--- src/hw/rtl/swsr_pkg.sv ---
// ----------------------------------------------------------------------------
// swsr_pkg: shared types and codes for the single-wire sensor reader
// Holds the sequencer phases, response status codes, configuration and
// result word layouts.
// ----------------------------------------------------------------------------
package swsr_pkg;

    typedef enum logic [2:0] {
        PH_IDLE       = 3'd0,
        PH_START_LOW  = 3'd1,
        PH_RESP_WAIT  = 3'd2,
        PH_RESP_CHECK = 3'd3,
        PH_RESP_END   = 3'd4,
        PH_BIT_HIGH   = 3'd5,
        PH_BIT_SAMPLE = 3'd6,
        PH_BIT_LOW    = 3'd7
    } phase_t;

    typedef enum logic [1:0] {
        ST_PENDING = 2'd0,
        ST_PRESENT = 2'd1,
        ST_NONE    = 2'd2,
        ST_BAD     = 2'd3
    } status_t;

    // Register indexes on the configuration port (byte address = 4 * index)
    localparam logic [2:0] REG_START_LOW      = 3'd0;
    localparam logic [2:0] REG_RESPONSE_DELAY = 3'd1;
    localparam logic [2:0] REG_RESPONSE_CHECK = 3'd2;
    localparam logic [2:0] REG_BIT_SAMPLE     = 3'd3;
    localparam logic [2:0] REG_BYTES_PER_FRM  = 3'd4;

    localparam logic [15:0] START_LOW_RST      = 16'd18000;
    localparam logic [15:0] RESPONSE_DELAY_RST = 16'd40;
    localparam logic [15:0] RESPONSE_CHECK_RST = 16'd80;
    localparam logic [15:0] BIT_SAMPLE_RST     = 16'd40;
    localparam logic [3:0]  BYTES_PER_FRM_RST  = 4'd5;

    typedef struct packed {
        logic [15:0] start_low_us;
        logic [15:0] response_delay_us;
        logic [15:0] response_check_us;
        logic [15:0] bit_sample_us;
        logic [3:0]  bytes_per_frame;
    } cfg_t;

    // One result word, first field in the highest bits
    typedef struct packed {
        logic        busy_res;
        status_t     response_status;
        logic        frame_last;
        logic [7:0]  data_byte;
        logic        byte_valid;
        logic        drive_low;
    } result_t;

endpackage

--- src/hw/rtl/single_wire_sensor_reader.sv ---
// ----------------------------------------------------------------------------
// single_wire_sensor_reader: single-wire humidity/temperature sensor receiver
// One input word per microsecond tick carries the start request and the
// sampled pin level; one result word per tick reports pin drive, bytes read
// and response status.
// ----------------------------------------------------------------------------
// Usage:
//   s_ channel: one word per microsecond tick, s_tdata[0] start_request,
//   s_tdata[1] pin_level. A start request aborts any read in progress.
//   m_ channel: exactly one result word per input word, in order. m_tlast
//   marks the last byte of a frame; m_tdata[1] flags a completed byte.
//   APB port: timing registers at 0x00..0x0C, frame length at 0x10; write
//   only while idle. Reads return the stored values.
// Output timing and throughput:
//   Each result word is registered (output register, or skid stage on a stall)
//   once its input word is taken; one word per cycle while s_tready is high.
//   The rate is set by the single state update per tick in the sequencer.
// Reset and stall:
//   aresetn (synchronous) returns the sequencer to idle, status pending,
//   and restores register defaults (18000, 40, 80, 40 us, 5 bytes).
//   When m_tready is low the output register holds its word and a skid
//   stage takes one more; s_tready drops only while the skid stage is full.
// ----------------------------------------------------------------------------
module single_wire_sensor_reader #(
    parameter int COUNTER_BITS = 16
) (
    input  logic        aclk,
    input  logic        aresetn,
    // input stream
    input  logic        s_tvalid,
    output logic        s_tready,
    input  logic [7:0]  s_tdata,   // [0] start_request, [1] pin_level, [7:2] zero
    // result stream
    output logic        m_tvalid,
    input  logic        m_tready,
    output logic [15:0] m_tdata,   // [0] drive_low, [1] byte_valid, [9:2] data_byte,
                                   // [11:10] response_status, [12] busy_res, [15:13] zero
    output logic        m_tlast,   // frame_last
    // configuration port
    input  logic        psel,
    input  logic        penable,
    input  logic        pwrite,
    input  logic [4:0]  paddr,
    input  logic [31:0] pwdata,
    output logic [31:0] prdata,
    output logic        pready
);

    swsr_pkg::cfg_t    cfg_reg;
    swsr_pkg::result_t core_res;
    swsr_pkg::result_t out_reg, out_next;
    swsr_pkg::result_t skid_reg, skid_next;
    logic              out_valid_reg, out_valid_next;
    logic              skid_valid_reg, skid_valid_next;
    logic              in_take;
    logic              out_free;
    logic              cfg_write;
    logic [2:0]        reg_idx;

    // ---------------- configuration registers ----------------
    assign pready    = 1'b1;
    assign reg_idx   = paddr[4:2];
    assign cfg_write = psel && penable && pwrite && pready;

    always_ff @(posedge aclk) begin
        if (!aresetn) begin
            cfg_reg.start_low_us      <= swsr_pkg::START_LOW_RST;
            cfg_reg.response_delay_us <= swsr_pkg::RESPONSE_DELAY_RST;
            cfg_reg.response_check_us <= swsr_pkg::RESPONSE_CHECK_RST;
            cfg_reg.bit_sample_us     <= swsr_pkg::BIT_SAMPLE_RST;
            cfg_reg.bytes_per_frame   <= swsr_pkg::BYTES_PER_FRM_RST;
        end else if (cfg_write) begin
            case (reg_idx)
                swsr_pkg::REG_START_LOW:      cfg_reg.start_low_us      <= pwdata[15:0];
                swsr_pkg::REG_RESPONSE_DELAY: cfg_reg.response_delay_us <= pwdata[15:0];
                swsr_pkg::REG_RESPONSE_CHECK: cfg_reg.response_check_us <= pwdata[15:0];
                swsr_pkg::REG_BIT_SAMPLE:     cfg_reg.bit_sample_us     <= pwdata[15:0];
                swsr_pkg::REG_BYTES_PER_FRM:  cfg_reg.bytes_per_frame   <= pwdata[3:0];
                default: ;  // drop writes beyond the register list
            endcase
        end
    end

    always_comb begin
        case (reg_idx)
            swsr_pkg::REG_START_LOW:      prdata = {16'd0, cfg_reg.start_low_us};
            swsr_pkg::REG_RESPONSE_DELAY: prdata = {16'd0, cfg_reg.response_delay_us};
            swsr_pkg::REG_RESPONSE_CHECK: prdata = {16'd0, cfg_reg.response_check_us};
            swsr_pkg::REG_BIT_SAMPLE:     prdata = {16'd0, cfg_reg.bit_sample_us};
            swsr_pkg::REG_BYTES_PER_FRM:  prdata = {28'd0, cfg_reg.bytes_per_frame};
            default:                      prdata = 32'd0;
        endcase
    end

    // ---------------- sequencer ----------------
    // Take a word whenever the skid stage is empty; the sequencer advances
    // one tick per taken word.
    assign s_tready = !skid_valid_reg;
    assign in_take  = s_tvalid && s_tready;

    swsr_core #(
        .COUNTER_BITS (COUNTER_BITS)
    ) u_core (
        .aclk          (aclk),
        .aresetn       (aresetn),
        .tick          (in_take),
        .start_request (s_tdata[0]),
        .pin_level     (s_tdata[1]),
        .cfg           (cfg_reg),
        .result        (core_res)
    );

    // ---------------- output register and skid stage ----------------
    assign out_free = !out_valid_reg || m_tready;

    always_comb begin
        out_next        = out_reg;
        out_valid_next  = out_valid_reg;
        skid_next       = skid_reg;
        skid_valid_next = skid_valid_reg;
        if (out_free) begin
            if (skid_valid_reg) begin
                // drain the held word first; no new word is taken this cycle
                out_next        = skid_reg;
                out_valid_next  = 1'b1;
                skid_valid_next = 1'b0;
            end else if (in_take) begin
                out_next       = core_res;
                out_valid_next = 1'b1;
            end else begin
                out_valid_next = 1'b0;
            end
        end else if (in_take) begin
            // receiver stalled: park the new word in the skid stage
            skid_next       = core_res;
            skid_valid_next = 1'b1;
        end
    end

    always_ff @(posedge aclk) begin
        if (!aresetn) begin
            out_valid_reg  <= 1'b0;
            skid_valid_reg <= 1'b0;
        end else begin
            out_valid_reg  <= out_valid_next;
            skid_valid_reg <= skid_valid_next;
        end
    end

    always_ff @(posedge aclk) begin
        out_reg  <= out_next;
        skid_reg <= skid_next;
    end

    assign m_tvalid = out_valid_reg;
    assign m_tlast  = out_reg.frame_last;
    assign m_tdata  = {3'd0, out_reg.busy_res, out_reg.response_status, out_reg.data_byte,
                       out_reg.byte_valid, out_reg.drive_low};

endmodule

--- src/hw/rtl/swsr_core.sv ---
// ----------------------------------------------------------------------------
// swsr_core: reader sequencer
// Advances the phase, timer and byte assembly by one tick per accepted word
// and forms that tick's result word.
// ----------------------------------------------------------------------------
module swsr_core #(
    parameter int COUNTER_BITS = 16
) (
    input  logic              aclk,
    input  logic              aresetn,
    input  logic              tick,
    input  logic              start_request,
    input  logic              pin_level,
    input  swsr_pkg::cfg_t    cfg,
    output swsr_pkg::result_t result
);

    localparam int TW = (COUNTER_BITS > 16) ? COUNTER_BITS : 16;
    localparam logic [COUNTER_BITS-1:0] CMAX = {COUNTER_BITS{1'b1}};
    localparam logic [TW-1:0] CMAX_W = TW'(CMAX);

    swsr_pkg::phase_t        phase_reg, phase_next;
    swsr_pkg::status_t       status_reg, status_next;
    logic [COUNTER_BITS-1:0] elapsed_reg, elapsed_next, elapsed_inc;
    logic [7:0]              shift_reg, shift_next;
    logic [2:0]              bit_idx_reg, bit_idx_next;
    logic [2:0]              byte_idx_reg, byte_idx_next;

    logic [15:0]   tgt_sel, tgt_min1;
    logic [TW-1:0] tgt_w, tgt_eff;
    logic          timer_done;
    logic [3:0]    frame_len;
    logic          frame_end;
    logic          valid_c;
    logic          last_c;
    logic [7:0]    data_c;

    // Saturating timer, target taken as at least one tick and clamped to range
    always_comb begin
        case (phase_reg)
            swsr_pkg::PH_START_LOW:  tgt_sel = cfg.start_low_us;
            swsr_pkg::PH_RESP_WAIT:  tgt_sel = cfg.response_delay_us;
            swsr_pkg::PH_RESP_CHECK: tgt_sel = cfg.response_check_us;
            default:                 tgt_sel = cfg.bit_sample_us;
        endcase
        tgt_min1    = (tgt_sel == 16'd0) ? 16'd1 : tgt_sel;
        tgt_w       = TW'(tgt_min1);
        tgt_eff     = (tgt_w > CMAX_W) ? CMAX_W : tgt_w;
        elapsed_inc = (elapsed_reg == CMAX) ? elapsed_reg
                                            : elapsed_reg + COUNTER_BITS'(1);
        timer_done  = TW'(elapsed_inc) >= tgt_eff;
    end

    // Frame length clamped to 1..8 bytes
    always_comb begin
        if (cfg.bytes_per_frame == 4'd0) begin
            frame_len = 4'd1;
        end else if (cfg.bytes_per_frame > 4'd8) begin
            frame_len = 4'd8;
        end else begin
            frame_len = cfg.bytes_per_frame;
        end
        frame_end = ({1'b0, byte_idx_reg} + 4'd1) >= frame_len;
    end

    // Next state
    always_comb begin
        phase_next    = phase_reg;
        status_next   = status_reg;
        elapsed_next  = elapsed_reg;
        shift_next    = shift_reg;
        bit_idx_next  = bit_idx_reg;
        byte_idx_next = byte_idx_reg;
        valid_c       = 1'b0;
        last_c        = 1'b0;
        data_c        = 8'd0;
        if (start_request) begin
            phase_next    = swsr_pkg::PH_START_LOW;
            status_next   = swsr_pkg::ST_PENDING;
            elapsed_next  = '0;
            shift_next    = 8'd0;
            bit_idx_next  = 3'd0;
            byte_idx_next = 3'd0;
        end else begin
            case (phase_reg)
                swsr_pkg::PH_START_LOW: begin
                    elapsed_next = elapsed_inc;
                    if (timer_done) begin
                        phase_next   = swsr_pkg::PH_RESP_WAIT;
                        elapsed_next = '0;
                    end
                end
                swsr_pkg::PH_RESP_WAIT: begin
                    elapsed_next = elapsed_inc;
                    if (timer_done) begin
                        if (pin_level) begin
                            status_next = swsr_pkg::ST_NONE;
                            phase_next  = swsr_pkg::PH_RESP_END;
                        end else begin
                            phase_next   = swsr_pkg::PH_RESP_CHECK;
                            elapsed_next = '0;
                        end
                    end
                end
                swsr_pkg::PH_RESP_CHECK: begin
                    elapsed_next = elapsed_inc;
                    if (timer_done) begin
                        status_next = pin_level ? swsr_pkg::ST_PRESENT : swsr_pkg::ST_BAD;
                        phase_next  = swsr_pkg::PH_RESP_END;
                    end
                end
                swsr_pkg::PH_RESP_END: begin
                    if (!pin_level) begin
                        phase_next = (status_reg == swsr_pkg::ST_PRESENT) ?
                                     swsr_pkg::PH_BIT_HIGH : swsr_pkg::PH_IDLE;
                    end
                end
                swsr_pkg::PH_BIT_HIGH: begin
                    if (pin_level) begin
                        phase_next   = swsr_pkg::PH_BIT_SAMPLE;
                        elapsed_next = '0;
                    end
                end
                swsr_pkg::PH_BIT_SAMPLE: begin
                    elapsed_next = elapsed_inc;
                    if (timer_done) begin
                        shift_next = {shift_reg[6:0], pin_level};
                        phase_next = swsr_pkg::PH_BIT_LOW;
                    end
                end
                swsr_pkg::PH_BIT_LOW: begin
                    if (!pin_level) begin
                        phase_next = swsr_pkg::PH_BIT_HIGH;
                        if (bit_idx_reg == 3'd7) begin
                            bit_idx_next = 3'd0;
                            valid_c      = 1'b1;
                            data_c       = shift_reg;
                            shift_next   = 8'd0;
                            if (frame_end) begin
                                last_c        = 1'b1;
                                byte_idx_next = 3'd0;
                                phase_next    = swsr_pkg::PH_IDLE;
                            end else begin
                                byte_idx_next = byte_idx_reg + 3'd1;
                            end
                        end else begin
                            bit_idx_next = bit_idx_reg + 3'd1;
                        end
                    end
                end
                default: begin
                    phase_next = swsr_pkg::PH_IDLE;
                end
            endcase
        end
    end

    // Result word for this tick
    always_comb begin
        result.drive_low       = (phase_next == swsr_pkg::PH_START_LOW);
        result.byte_valid      = valid_c;
        result.data_byte       = data_c;
        result.frame_last      = last_c;
        result.response_status = status_next;
        result.busy_res        = (phase_next != swsr_pkg::PH_IDLE);
    end

    always_ff @(posedge aclk) begin
        if (!aresetn) begin
            phase_reg    <= swsr_pkg::PH_IDLE;
            status_reg   <= swsr_pkg::ST_PENDING;
            elapsed_reg  <= '0;
            shift_reg    <= 8'd0;
            bit_idx_reg  <= 3'd0;
            byte_idx_reg <= 3'd0;
        end else if (tick) begin
            phase_reg    <= phase_next;
            status_reg   <= status_next;
            elapsed_reg  <= elapsed_next;
            shift_reg    <= shift_next;
            bit_idx_reg  <= bit_idx_next;
            byte_idx_reg <= byte_idx_next;
        end
    end

endmodule

--- config.mk ---
export PLATFORM = sky130hd
export DESIGN_NAME = single_wire_sensor_reader
export DESIGN_NICKNAME = d
export VERILOG_FILES = /design/src/hw/rtl/swsr_pkg.sv /design/src/hw/rtl/single_wire_sensor_reader.sv /design/src/hw/rtl/swsr_core.sv
export SDC_FILE = /design/constraint.sdc
export NUM_CORES = 1
export LEC_CHECK = 0
export BUFFER_PORTS_ARGS = -buffer_cell sky130_fd_sc_hd__buf_2
export CAP_MARGIN = 20
export CORE_ASPECT_RATIO = 0.8
export CORE_UTILIZATION = 62
export DETAILED_ROUTE_END_ITERATION = 7
export HOLD_SLACK_MARGIN = 0.03
export PLACE_DENSITY = 0.85
export SLEW_MARGIN = 25
export SYNTH_ARGS = -nofsm -noshare
export SYNTH_HDL_FRONTEND = slang
export SYNTH_SLANG_ARGS = --single-unit
--- constraint.sdc ---
create_clock -name aclk -period 7.8 [get_ports aclk]
set_clock_uncertainty 0.05 [all_clocks]
set_input_delay 0.78 -clock aclk [delete_from_list [all_inputs] [get_ports aclk]]
set_output_delay 0.78 -clock aclk [all_outputs]
set_load 0.02 [all_outputs]
# ---- Yosys cells after proc, flatten, opt, wreduce, memory -nomap -nowiden
# Cells that the tools add are included.
dict set report word_totals {
  regBits 133
  input_bits 52
  output_inout_bits 52
  wordCells 146
}
dict set report classes {
  add_sub_neg 4
  n_lt_le_gt_ge 4
  eq_ne 20
  mux 63
  bitwise_logic 2
  reduce_logical 28
}
# op count
set op_table {}
lappend op_table {{$mux W16} 8}
lappend op_table {{$pmux W16 S5} 1}
lappend op_table {{$mux W8} 8}
lappend op_table {{$pmux W16 S4} 1}
lappend op_table {{$mux W3} 21}
lappend op_table {{$pmux W16 S3} 1}
lappend op_table {{$mux W14} 2}
lappend op_table {{$pmux W3 S7} 1}
lappend op_table {{$eq A3 B3 Y1 const B} 6}
lappend op_table {{$add A16 B1 Y16 const B} 1}
lappend op_table {{$eq A16 B16 Y1 const B} 1}
lappend op_table {{$ge A16 B16 Y1} 1}
lappend op_table {{$gt A16 B16 Y1 const B} 1}
lappend op_table {{$logic_not A16 Y1} 1}
lappend op_table {{$pmux W8 S2} 1}
lappend op_table {{$reduce_and A2 Y1} 7}
lappend op_table {{$eq A3 B2 Y1 const B} 4}
lappend op_table {{$mux W1} 11}
lappend op_table {{$mux W2} 5}
lappend op_table {{$eq A3 B1 Y1 const B} 3}
lappend op_table {{$mux W4} 2}
lappend op_table {{$add A3 B1 Y3 const B} 2}
lappend op_table {{$ne A3 B2 Y1 const B} 2}
lappend op_table {{$ne A3 B3 Y1 const B} 2}
lappend op_table {{other kinds (19)} 28}

# ---- Depth between registers and ports, before layout
# Gate-level depths: netlist of run 1.
dict set report logic_depth {
  ltp_word 13
  ltp_mapped 18
  mapped_depth_nobuf 15
}

# ---- Modules after synthesis
# A second synthesis of run 1 with hierarchy kept.
dict set report unflattened {
  cells_unflattened 799
  hier_area_um2 7602.3
}
# mod instances cells_per_inst area_per_inst_um2 seq_area_each_um2
set by_module_without_submodules {}
lappend by_module_without_submodules {single_wire_sensor_reader 1 384 4435.5 2242.2}
lappend by_module_without_submodules {swsr_core 1 415 3166.8 700.7}

# ---- Least setup slack after synthesis of run 1
# No wires, ideal clock.
dict set report synth_timing {
  kind {register to register}
  startpoint {register u_core.phase_reg[1]}
  endpoint {register out_reg (netlist bit m_tdata[10]) (data pin)}
  setup_time_ns 0.260
  arrival_ns 3.467
  t_required_ns 7.490
  path_slack_ns 4.023
  stages_incl_launch_ff 17
  path_buffers 1
  synth_period_minus_slack_ns 3.777
  path_cell_list {dfxtp_1 > buf_2 > mux2_2 > a22oi_1 > nor2_1 > a21oi_1 > nand4_1 > or4_1 > nand2_1 > ha_1 > nor2b_1 > o211a_1 > o311ai_4 > and3_1 > nor3_1 > o21ba_2 > mux2_2}
}
# item line_no
set synth_rtl {}
lappend synth_rtl {{start, declared} swsr_core.sv:22} ;# swsr_pkg::phase_t phase_reg, phase_next;
lappend synth_rtl {{start signal, assigned} swsr_core.sv:170} ;# phase_reg <= swsr_pkg::PH_IDLE;
lappend synth_rtl {{start signal, assigned} swsr_core.sv:177} ;# phase_reg <= phase_next;
lappend synth_rtl {{end signal, assigned} single_wire_sensor_reader.sv:151} ;# out_reg <= out_next;
lappend synth_rtl {{end, declared} single_wire_sensor_reader.sv:51} ;# swsr_pkg::result_t out_reg, out_next;

# ---- Worst setup path in the final report of run 1
dict set report layout_timing {
  startpoint {register u_core.phase_reg[0]}
  endpoint {register u_core.elapsed_reg[9]}
}
dict set report layout_between {
  elab_chain_cells 10
  word_cells_on_any_way 19
  classes_between {order compare: 2; eq/ne: 6; mux: 7; reduce/logical: 4}
}
# item line_no
set layout_lines {}
lappend layout_lines {{$eq A3 B2 Y1 or $eq A3 B1 Y1 (tied branches)} {swsr_core.sv:40, swsr_core.sv:85}}
lappend layout_lines {{$pmux W16 S3} swsr_core.sv:40} ;# case (phase_reg)
lappend layout_lines {{$logic_not A16 Y1} swsr_core.sv:46} ;# tgt_min1 = (tgt_sel == 16'd0) ? 16'd1 : tgt_sel;
lappend layout_lines {{$mux W16} swsr_core.sv:46}
lappend layout_lines {{$gt A16 B16 Y1} swsr_core.sv:48} ;# tgt_eff = (tgt_w > CMAX_W) ? CMAX_W : tgt_w;
lappend layout_lines {{$mux W16} swsr_core.sv:48}
lappend layout_lines {{$ge A16 B16 Y1} swsr_core.sv:51} ;# timer_done = TW'(elapsed_inc) >= tgt_eff;
lappend layout_lines {{$mux W16, on equally long branches} {swsr_core.sv:95, swsr_core.sv:88}}
lappend layout_lines {{$pmux W16 S4} swsr_core.sv:85} ;# case (phase_reg)
lappend layout_lines {{$mux W16} swsr_core.sv:77} ;# if (start_request) begin
lappend layout_lines {{end signal, assigned} swsr_core.sv:179} ;# elapsed_reg <= elapsed_next;
lappend layout_lines {{end, declared} swsr_core.sv:24} ;# logic [COUNTER_BITS-1:0] elapsed_reg, elapsed_next, elapsed_inc;
# Several ways; a longest one is shown, not always the timed one.
# A chain may end at the register's enable or synchronous reset.

==> flow_metrics.py, run 1 <==
metrics = {
    "global_route": {
        "antenna_found_initial": 0,
        "grt_overflow_total": 0,
        "grt_max_degree": 73,
        "via_count_of_the_first_global_routing_pass": 5908,
        "grt_first_pass_wirelength_mm": 29.5,
        "globalRouteTotalUtil_pct": 31.3,
    },
    "logic_synthesis": {
        "synth.ff_latch_count": 133,
        "async_reset_ff_share_pct": 0,
        "synth.avg_cell_area_um2": 8.52,
        "synth.top_cells.by_area": "sky130_fd_sc_hd__dfxtp_1 29%, sky130_fd_sc_hd__edfxtp_1 12%, sky130_fd_sc_hd__nand2_1 9.0%, sky130_fd_sc_hd__a21oi_1 7.1%, sky130_fd_sc_hd__ha_1 4.1%",
        "summed_instance_area_of_the_synthesized_netlist_um2": 7290,
        "number_of_enable_flip_flop_cells_after_synthesis": 28,
        "synth_warnings": 0,
        "synth.top_cells.by_count": "175 x sky130_fd_sc_hd__nand2_1, 105 x sky130_fd_sc_hd__dfxtp_1, 104 x sky130_fd_sc_hd__a21oi_1",
        "syn-instance-count": 855,
        "synth.yosys.seq_area_share_pct": 40.4,
        "synth_cell_types": 60,
        "synth_largest_area_cell": "sky130_fd_sc_hd__dfxtp_1",
        "yosys.cell_count.top_type": "sky130_fd_sc_hd__nand2_1",
        "synth.top_cell.area_share_pct": 28.8,
        "synthFlopType": "sky130_fd_sc_hd__dfxtp_1",
    },
    "cts": {
        "numClockSinks": 133,
        "cts.root.buffer_cell": "sky130_fd_sc_hd__clkbuf_16",
        "tritoncts": "done",
        "clk_pin_slew_ns": 0.06,
        "cts-resized-gates": 0,
        "htree_levels": 4,
        "post_cts_hold_buffer_count": 0,
        "post_cts_buffers": 0,
        "tritoncts.num_buffers": 17,
        "clk_path_buf_depth": 2,
        "clkLatencyLatePin_ns": 0.42,
    },
    "layout": {
        "final_net_count": 964,
        "number_of_fillers_in_the_final_layout": 876,
        "num_antenna_cells": 0,
        "number_of_flip_flops_in_the_largest_register": 68,
        "drive_gt1_share_pct": 16.8,
        "area.growth.synth_to_final_pct": 12.4,
    },
    "power_and_ir_drop": {
        "post_route_total_power_mw": 1.70,
        "power-per-cell-area_nw_per_um2": 207,
        "power.ir.vdd_worst_mv": 0.149,
        "static-leakage-power_nw": 3.15,
    },
    "timing": {
        "report.final.setup_viol": 0,
        "clock.fmax_ghz": 0.202,
        "worst_pin_slew_ns": 0.998,
        "rsz0062_at_grt": "false",
        "timing_max_transition_violations_final": 0,
        "fin_setup_tns_ns": 0,
        "finalCritPeriodShare_pct": 63.3,
        "max-slew-margin-rel_pct": 33.3,
        "report.final.hold_viol_count": 0,
        "finalCriticalPeriod_ns": 4.94,
    },
    "placement": {
        "dp.final_hpwl_mm": 11.4,
        "port_buffers": 59,
        "place.gp.congestion": 0.884,
    },
    "route": {
        "drtPass1Iterations": 5,
        "detail_route.wl_per_cell_um": 17.5,
        "drt_drc_violations_left": 0,
        "final_antenna_net_count": 0,
        "routed_wirelength_mm": 18.3,
        "route.vias.total": 6471,
        "drt-vias-per-instance": 6.17,
        "drt-initial-drc-count": 719,
    },
    "floorplan": {
        "die_y_um": 99.0,
        "row_count": 35,
        "start_util_pct": 63.5,
        "floorplan.core_area_um2": 11500,
        "die_w_um": 123,
        "design.portCount": 104,
        "floorplan.die_area_um2": 12200,
    },
    "setup_path": {
        "crit_fanout": 21,
        "critPathKind": "reg -> reg",
        "start_kind": "register",
        "endpoint_kind": "register",
        "worst_path_required_ns": 8.10,
        "worst-endpoint-arrival_ns": 5.24,
    },
    "outcome": {
        "run_status": "completed",
    },
    "hold_path": {
        "hold_class": "reg -> reg",
    },
    "flow_run": {
        "maxCapViolCount": 0,
    },
}
==> stage by stage <==
stage	cell area [µm²]	hold WS, ns	utilization, %	std cells	setup slack [ns]
after global placement	7550	0.403	65.8	1017	3.07
after detailed placement	7560	0.407	65.9	1017	2.98
after CTS	8180	0.417	71.3	1049	2.97
after floorplan	7360	0.393	-	873	4.02
after global routing	8190	0.438	71.4	1049	2.54
final	8190	0.417	71.4	1049	2.86
==> worst paths after layout <==
| check | end | slack, ns | startpoint | cells after the start |
|---|---|---|---|---|
| setup / recovery | u_core.elapsed_reg[9]$_SDFFE_PN0P_ | 2.86 | u_core.phase_reg[0]$_SDFFE_PN0P_ | 16 |
| hold / removal | cfg_reg[67]$_SDFFE_PN0P_ | 0.42 | cfg_reg[67]$_SDFFE_PN0P_ | 2 |
| setup reg to reg | u_core.elapsed_reg[9]$_SDFFE_PN0P_ | 2.86 | u_core.phase_reg[0]$_SDFFE_PN0P_ | 16 |
| hold reg to reg | cfg_reg[67]$_SDFFE_PN0P_ | 0.42 | cfg_reg[67]$_SDFFE_PN0P_ | 2 |
==> placed cells by master (no fill, tap or decap), types with 22 or more instances in the layout <==
cell / instances
sky130_fd_sc_hd__dfxtp_1: 105
sky130_fd_sc_hd__edfxtp_1: 28
sky130_fd_sc_hd__nand3_1: 31
sky130_fd_sc_hd__ha_1: 24
sky130_fd_sc_hd__buf_2: 59
sky130_fd_sc_hd__mux2_2: 22
sky130_fd_sc_hd__nor2b_1: 23
sky130_fd_sc_hd__a21oi_1: 104
sky130_fd_sc_hd__nor2_1: 70
sky130_fd_sc_hd__nand2_1: 175
==> area by class of cell <==
cell class	instances	area (µm²)	area share, %
Multi-Input combinational cell	662	4060	49.6
Clock inverter	12	143	1.74
Tap cell	148	185	2.26
Timing Repair Buffer	67	355	4.34
Clock buffer	20	478	5.84
Inverter	7	26.3	0.321
Sequential cell	133	2940	35.9
==> kinds of logic after synthesis <==
family | share of synthesized area (%)
compound gates | 16.0
xor+xnor | 1.68
fa+ha+maj | 4.12
buf+inv | 5.18
flops | 40.4
mux | 9.99
other cells | 0.103
simple gates | 22.5
==> routing by layer <==
layer / global-route usage [%] / share of wire (%)
met1: 43.9 / 44
met2: 47.5 / 45
met3: 5.84 / 8.8
met4: 12.7 / 2.3
met5: 0 / 0
==> power breakdown <==
group | total (mW) | switching [mW] | internal, mW
combinational | 0.145 | 0.100 | 0.0448
clock | 0.832 | 0.321 | 0.511
sequential | 0.721 | 0.00741 | 0.714
==> worst max-delay path: stages (launching register included) <==
cell	delay [ns]
sky130_fd_sc_hd__dfxtp_1	0.67
sky130_fd_sc_hd__buf_4	0.37
sky130_fd_sc_hd__nor2b_1	0.27
sky130_fd_sc_hd__a22oi_1	0.25
sky130_fd_sc_hd__nor2_1	0.06
sky130_fd_sc_hd__a21oi_1	0.31
sky130_fd_sc_hd__nand4_1	0.12
sky130_fd_sc_hd__or4_1	0.47
sky130_fd_sc_hd__nand2_1	0.08
sky130_fd_sc_hd__ha_1	0.15
sky130_fd_sc_hd__nor2b_1	0.04
sky130_fd_sc_hd__o211a_1	0.23
sky130_fd_sc_hd__o311ai_4	0.44
sky130_fd_sc_hd__nand3_2	0.22
sky130_fd_sc_hd__a211oi_4	0.64
sky130_fd_sc_hd__o21ai_0	0.30
sky130_fd_sc_hd__nor2_1	0.19
No activity file was read; power rests on OpenSTA's default activity.
==> run 2: changes to the inputs <==
- CORE_UTILIZATION: 62 -> 52
- PLACE_DENSITY: 0.85 -> 0.76
- clock period: 7.8 -> 4.16 ns (I/O delays scaled with it)
==> run 2 against run 1 <==
  * Sequential power up 87%
  * Critical path depth unchanged
  * Total power up 88%
  * Final cell count up 6.4%
  * Clock-buffer cell count down 2
  * Die area up 19%
  * Largest cell class unchanged
  * Largest power group unchanged
  * Highest routed layer unchanged
==> flow_metrics.py, run 2 (synthesized netlist as in run 1, its figures left out) <==
metrics = {
    "setup_path": {
        "crit_fanout": 12,
        "endpoint_kind": "register",
        "start_kind": "register",
        "worst_path_largest_cell_delay_ns": 0.66,
        "cp_top_family": "simple AND/OR/NAND/NOR gates",
        "worst_path_required_ns": 4.26,
        "critPathKind": "reg -> reg",
        "path_buf_inv": 2,
        "worst-endpoint-arrival_ns": 4.18,
        "path_cells": "buf_4, nor2_1, nor2_1, o22ai_1, nand4_1, or4_1, nand2_1, ha_1, a31oi_1, nor2b_1, o311ai_4, buf_12, and3_4, and3_1, a311oi_4, a31oi_1",
        "worst_r2r_startpoint": "u_core.phase_reg[1]$_SDFFE_PN0P_",
        "slowest_stage": "sky130_fd_sc_hd__nor2_1",
        "startpoint": "u_core.phase_reg[1]$_SDFFE_PN0P_",
    },
    "layout": {
        "num_antenna_cells": 0,
        "drive_gt1_share_pct": 20.9,
        "ff_latch_area_um2": 2950,
        "final_net_count": 999,
        "mostFrequentLayoutCell": "sky130_fd_sc_hd__nand2_1",
        "multiInputGateArea_um2": 4130,
        "fin_cells": 1116,
        "number_of_fillers_in_the_final_layout": 1148,
        "stdcell_area_um2": 8580,
        "area.growth.synth_to_final_pct": 17.7,
        "final_cell_mix": "175 x sky130_fd_sc_hd__nand2_1, 103 x sky130_fd_sc_hd__dfxtp_1, 100 x sky130_fd_sc_hd__a21oi_1",
        "number_of_flip_flops_in_the_largest_register": 68,
    },
    "global_route": {
        "via_count_of_the_first_global_routing_pass": 6086,
        "grt_max_degree": 40,
        "grt_first_pass_wirelength_mm": 30.2,
        "globalRouteTotalUtil_pct": 27.0,
        "grt_overflow_total": 0,
        "antenna_found_initial": 0,
    },
    "cts": {
        "cts.root.buffer_cell": "sky130_fd_sc_hd__clkbuf_16",
        "clkLatencyLatePin_ns": 0.43,
        "tritoncts.num_buffers": 17,
        "clk_pin_slew_ns": 0.06,
        "clk_path_buf_depth": 2,
        "tritoncts": "done",
        "numClockSinks": 133,
        "htree_levels": 4,
    },
    "route": {
        "drtPass1Iterations": 5,
        "routed_wirelength_mm": 18.8,
        "drt-initial-drc-count": 598,
        "drt-vias-per-instance": 5.80,
        "final_antenna_net_count": 0,
        "detail_route.wl_per_cell_um": 16.8,
        "route.vias.total": 6472,
        "drt_drc_violations_left": 0,
    },
    "timing": {
        "timing_max_transition_violations_final": 0,
        "max-slew-margin-rel_pct": 42.3,
        "fin_setup_tns_ns": 0,
        "worst_pin_slew_ns": 0.863,
        "clock.fmax_ghz": 0.245,
        "finalCriticalPeriod_ns": 4.08,
        "report.final.setup_viol": 0,
        "report.final.hold_viol_count": 0,
        "finalCritPeriodShare_pct": 98.2,
    },
    "floorplan": {
        "design.portCount": 104,
        "die_y_um": 108,
        "floorplan.core_area_um2": 13600,
        "die_w_um": 134,
        "row_count": 38,
        "floorplan.die_area_um2": 14500,
        "start_util_pct": 53.6,
    },
    "hold_path": {
        "holdCritStartpoint": "pwdata[14]",
        "hold_class": "in -> reg",
    },
    "placement": {
        "total_placed_instance_area_um2": 7840,
        "dp.final_hpwl_mm": 12.3,
        "place.gp.congestion": 0.840,
        "placed_cells": 1080,
        "port_buffers": 59,
    },
    "flow_run": {
        "maxCapViolCount": 0,
    },
    "outcome": {
        "run_status": "completed",
    },
    "power_and_ir_drop": {
        "static-leakage-power_nw": 3.34,
        "power.ir.vdd_worst_mv": 0.326,
        "power-per-cell-area_nw_per_um2": 373,
    },
}
==> run 2: cell types whose count changed in the layout (fill, tap and decap cells not counted), moves of 4 or more <==
cell,before,now
sky130_fd_sc_hd__a21oi_1,104,100
sky130_fd_sc_hd__o22ai_2,0,4
sky130_fd_sc_hd__a21oi_2,0,4
sky130_fd_sc_hd__buf_4,8,41
sky130_fd_sc_hd__o22ai_1,12,8
==> run 2: metrics by stage <==
| step | power [mW] | util [%] | setup WS [ns] | hold slack (ns) |
|---|---|---|---|---|
| 2_1_floorplan | 1.58 | - | 0.383 | 0.393 |
| 3_3_place_gp | 1.66 | 57.6 | -0.0772 | 0.406 |
| 3_5_place_dp | 1.66 | 57.6 | -0.165 | 0.412 |
| 4_1_cts | 3.19 | 62.2 | 0.0434 | 0.191 |
| 5_1_grt | 3.29 | 63.1 | -0.0247 | 0.205 |
| 6_report | 3.20 | 63.1 | 0.0755 | 0.192 |
==> run 2: final timing paths <==
path                               to  slack (ns)  depth (start not counted)
min          cfg_reg[66]$_SDFFE_PN1P_        0.19                          3
max reg2reg     m_tdata[12]$_DFFE_PP_        0.08                         16
max             m_tdata[12]$_DFFE_PP_        0.08                         16
min reg2reg  cfg_reg[52]$_SDFFE_PN0P_        0.42                          2
==> run 2: routing by layer <==
layer / routed length [µm] / GRT usage (%) / vias to the layer above
li1: - / - / 3121
met1: 8430 / 36.8 / 3020
met2: 8480 / 42.3 / 300
met3: 1530 / 5.37 / 31
met4: 323 / 10.5 / 0
met5: 0 / 0 / -
==> run 2: layout make-up <==
cell class	count	share of cell area, %
timing repair buffer	102	7.50
clock buffer	18	5.00
sequential	133	34.4
clock inverter	14	2.07
tap	180	2.63
inverter	7	0.306
multi-input combinational	662	48.1
==> run 2: repair_timing <==
item / in CTS / in global routing
endpoints found under the setup margin: 22 / 25
hold buffers: 0 / 0
resized for setup: 1 / 16
pin swaps: 1 / 3
setup buffers: 2 / 2
==> run 2: where the power goes <==
part           total, mW  switching (mW)  internal [mW]
Sequential          1.35          0.0117           1.34
Combinational      0.302           0.198          0.104
Clock               1.55           0.600          0.949
Total               3.20           0.810           2.39
==> run 2: worst reg2reg max path: cells and delay by family, from the launching register on <==
| kind | cells | cell delay (ns) |
|---|---|---|
| buffers and inverters | 2 | 0.37 |
| AOI/OAI and AO/OA | 5 | 1.02 |
| adders and majority gates | 1 | 0.28 |
| DFF | 1 | 0.42 |
| and+or+nand+nor | 8 | 1.69 |
